==> src/design/prv_ram.sv <==
`timescale 1ns / 1ps
// ----------------------------------------------------------------------------
// prv_ram
// Single-port synchronous RAM with a registered read.
// ----------------------------------------------------------------------------
`default_nettype none

module prv_ram #(
    parameter int WIDTH = 8,
    parameter int DEPTH = 256
) (
    input  wire logic                     clk,
    input  wire logic                     we,
    input  wire logic [$clog2(DEPTH)-1:0] addr,
    input  wire logic [WIDTH-1:0]         wdata,
    output logic      [WIDTH-1:0]         rdata
);

    logic [WIDTH-1:0] mem [DEPTH];

    always_ff @(posedge clk)
    begin
        if (we)
        begin
            mem[addr] <= wdata;
        end
        rdata <= mem[addr];
    end

endmodule

`default_nettype wire

==> config.mk <==
export PLATFORM = sky130hd
export DESIGN_NAME = prv_ram
export DESIGN_NICKNAME = d
export VERILOG_FILES = /design/src/design/prv_ram.sv
export SDC_FILE = /design/constraint.sdc
export NUM_CORES = 2
export LEC_CHECK = 0
export BUFFER_PORTS_ARGS = -buffer_cell sky130_fd_sc_hd__buf_4
export CAP_MARGIN = 40
export CELL_PAD_IN_SITES_DETAIL_PLACEMENT = 1
export CELL_PAD_IN_SITES_GLOBAL_PLACEMENT = 2
export CORE_MARGIN = 2
export CORE_UTILIZATION = 43
export CTS_CLUSTER_DIAMETER = 50
export CTS_CLUSTER_SIZE = 20
export DETAILED_ROUTE_END_ITERATION = 16
export PLACE_DENSITY_LB_ADDON = 0.3
export SLEW_MARGIN = 20
export SYNTH_ARGS = -nofsm -noshare
export SYNTH_HDL_FRONTEND = slang
export SYNTH_SLANG_ARGS = --single-unit
==> constraint.sdc <==
create_clock -name clk -period 3.39 [get_ports clk]
set_input_delay 0.5085 -clock clk [delete_from_list [all_inputs] [get_ports clk]]
set_output_delay 0.5085 -clock clk [all_outputs]
set_load 0.03 [all_outputs]
==> flow_summary_export.csv <==
group,metric,value,unit
sta,fmax,352,MHz
sta,setup_violations,0,
die,die_area,186000,um2
setup_path,rrSetupSlack,0.58,ns
detailed_routing,vias,38900,
placed_design,hpwl,133000,um
sta,relSlewSlack,0.263,
detailed_routing,wire_per_inst,32.0,um
global_routing,grt.total_usage,0.227,
setup_path,worstReg2RegStart,"mem[203][3]$_DFFE_PP_",
power_and_ir_drop,peakVddDrop,0.000678,V
power_and_ir_drop,leakage,28.7,nW
detailed_routing,drc,0,
logic_synthesis,synth_cells,3547,
hold_path,holdCritStartpoint,"wdata[0]",
logic_synthesis,netlist_area,78500,um2
outcome,status,"finished clean",
clock_tree,hold_buffers,0,
power_and_ir_drop,power_frac_clock,0.417,
finish,mostFrequentLayoutCells,"edfxtp_1 (2048), mux4_2 (512), buf_4 (440)",
finish,final_common_cell,"edfxtp_1",
finish,nNetsFinal,4035,
logic_synthesis,yosysUniqueCellTypes,22,
global_routing,antenna_found_initial,7,
setup_path,startpoint_type,"input port",
setup_path,worstPathMaxFanout,18,
clock_tree,numClockSinks,2056,
global_routing,grt_max_degree,129,
logic_synthesis,yosysTopAreaCell,"edfxtp_1",
clock_tree,htreeDepth,4,
die,io_pins,26,
logic_synthesis,ys.warnings.count,0,
setup_path,endpoint_kind,"flop",
clock_tree,cts-root-buf,"clkbuf_16",
sta,tightestPinTransition,1.10,ns
logic_synthesis,avgSynthCellArea,22.1,um2
sta,holdWs,0.143,ns
clock_tree,cts_buffers,181,
detailed_routing,first_iter_violations,4429,
global_routing,grt_pass1_vias,40600,
global_routing,grt_pass1_wl,303000,um
power_and_ir_drop,p_seq_frac,0.533,
clock_tree,ctsResizeCount,0,
clock_tree,clockBufferDepth,3,
setup_path,crit_end,"rdata[3]$_DFF_P_",
logic_synthesis,synth_top_area_frac,0.783,
sta,tns,0,ns
placed_design,io_buffers,25,
placed_design,gp_congestion,0.805,
setup_path,r2r_end,"rdata[3]$_DFF_P_",
die,start_util,0.433,
setup_path,cp-startpoint,"addr[0]",
die,die_y,431,um
sta,fin_skew,0.0532,ns
power_and_ir_drop,power_density,575,nW/um2
detailed_routing,wirelength,210000,um
clock_tree,path_clk_slew,0.07,ns
sta,slew_viol_final,0,
clock_tree,cts_tree,"done",
logic_synthesis,synth_area_leaders,"edfxtp_1 (78%), mux4_2 (15%), a22oi_1 (2.4%), nor2_1 (1.1%), a21oi_1 (0.82%)",
setup_path,rr_worst_depth,6,
power_and_ir_drop,swShare,0.231,
hold_path,min_path_type,"in -> reg",
finish,area_growth,16.7,%
sta,finalWorstSetupSlack,0.548,ns
detailed_routing,drtAntennaViolNets,0,
detailed_routing,viasPerCell,5.94,
power_and_ir_drop,power_switching,0.0122,W
finish,drive_gt1_frac,0.327,
logic_synthesis,ys_ff_latch,2056,
power_and_ir_drop,power.share.combinational,0.050,
detailed_routing,dr.pass1.iters,5,
die,dieWidth,431,um
power_and_ir_drop,p_int,0.0404,W
die,core,181000,um2
clock_tree,worstSkewPairLatency,0.85,ns
sta,fin_crit_sh,0.838,
sta,final-hold-violation-count,0,
sta,rsz0062_at_grt,"no",
setup_path,critical_path_class,"in -> reg",
logic_synthesis,ys_seq_area_frac,0.786,
setup_path,worstPathRequired,4.06,ns
sta,post-route-min-period,2.84,ns
clock_tree,cts_setup_buffers,0,
placed_design,place_ws,-0.337,ns
finish,final_core_util,0.506,
setup_path,arrival,3.51,ns
die,rows,156,
logic_synthesis,syn_nets,3565,
global_routing,gr-total-overflow,0,
job,drv_cap,0,
[metal layers]
layer | share of wire | wire [um] | track usage
met1 | 0.42 | 88300 | 0.321
met2 | 0.50 | 104000 | 0.373
met3 | 0.062 | 13100 | 0.0376
met4 | 0.020 | 4130 | 0.0532
met5 | 0.000062 | 13 | 0
[flip-flops by register name (all words and copies together) (netlist names)]
name and count:
mem 2048, rdata 8
[critical path, stage by stage]
cell,delay [ns]
buf_8,0.23
buf_12,0.19
buf_12,0.20
mux4_2,0.53
a22oi_1,0.43
a21oi_1,0.22
o41ai_1,0.79
buf_4,0.26
nand4_1,0.08
[Yosys cell counts]
cell and number:
or3_1 1, nor2b_1 7, nand4_1 8, mux4_2 512, buf_1 19, a21oi_1 128
nor2_1 232, clkbuf_1 145, nand2b_1 6, or2_2 2, buf_4 16, o41ai_1 32
buf_2 36, nand3_1 13, inv_1 1, edfxtp_1 2048, and2_1 3, dfxtp_1 8
buf_6 16, nor3_1 30, nand2_1 28, a22oi_1 256
[power by group through the flow]
| stage | sequential [W] | clock (W) | combinational, W |
|---|---|---|---|
| 3_5_place_dp | 0.0286 | 0 | 0.00267 |
| 4_1_cts | 0.0280 | 0.0223 | 0.00268 |
| 2_1_floorplan | 0.0286 | 0 | 0.00125 |
| 3_3_place_gp | 0.0286 | 0 | 0.00263 |
| 6_report | 0.0280 | 0.0219 | 0.00264 |
| 5_1_grt | 0.0280 | 0.0232 | 0.00279 |
[how the worst min path moves through the flow]
stage	endpoint	slack (ns)	cells past startpoint
floorplan	mem[0][0]$_DFFE_PP_	0.61	0
global placement	rdata[6]$_DFF_P_	0.97	5
detailed placement	rdata[1]$_DFF_P_	1.0	5
CTS	mem[66][0]$_DFFE_PP_	0.11	1
global route	mem[66][0]$_DFFE_PP_	0.12	1
finish	mem[83][0]$_DFFE_PP_	0.14	1
[kinds of logic (layout without fill, tap and decap cells)]
| logic type | Yosys count | after routing | share of synthesized area |
|---|---|---|---|
| AND/OR/NAND/NOR | 330 | 330 | 0.0173 |
| multiplexers | 512 | 512 | 0.147 |
| buffers and inverters | 233 | 860 | 0.0140 |
| flip-flops | 2056 | 2056 | 0.786 |
| other | 0 | 4 | 0 |
| AO/OA/AOI/OAI | 416 | 416 | 0.0362 |
[per-stage QoR]
step                instances  total power, W  instance area, um2
floorplan                3547          0.0299               78500
global placement         6177          0.0312               85000
detailed placement       6186          0.0313               85100
CTS                      6526          0.0531               91400
global route             6546          0.0540               91600
finish                   6548          0.0526               91600
[layout make-up]
class | count | area (um2)
Antenna cell | 4 | 10.0
Clock buffer | 195 | 4650
Clock inverter | 145 | 1700
Fill cell | 16000 | 89600
Inverter | 1 | 3.75
Multi-Input combinational cell | 1258 | 15800
Sequential cell | 2056 | 61700
Tap cell | 2370 | 2970
Timing Repair Buffer | 519 | 4800
(Power assumes the default switching activity.)
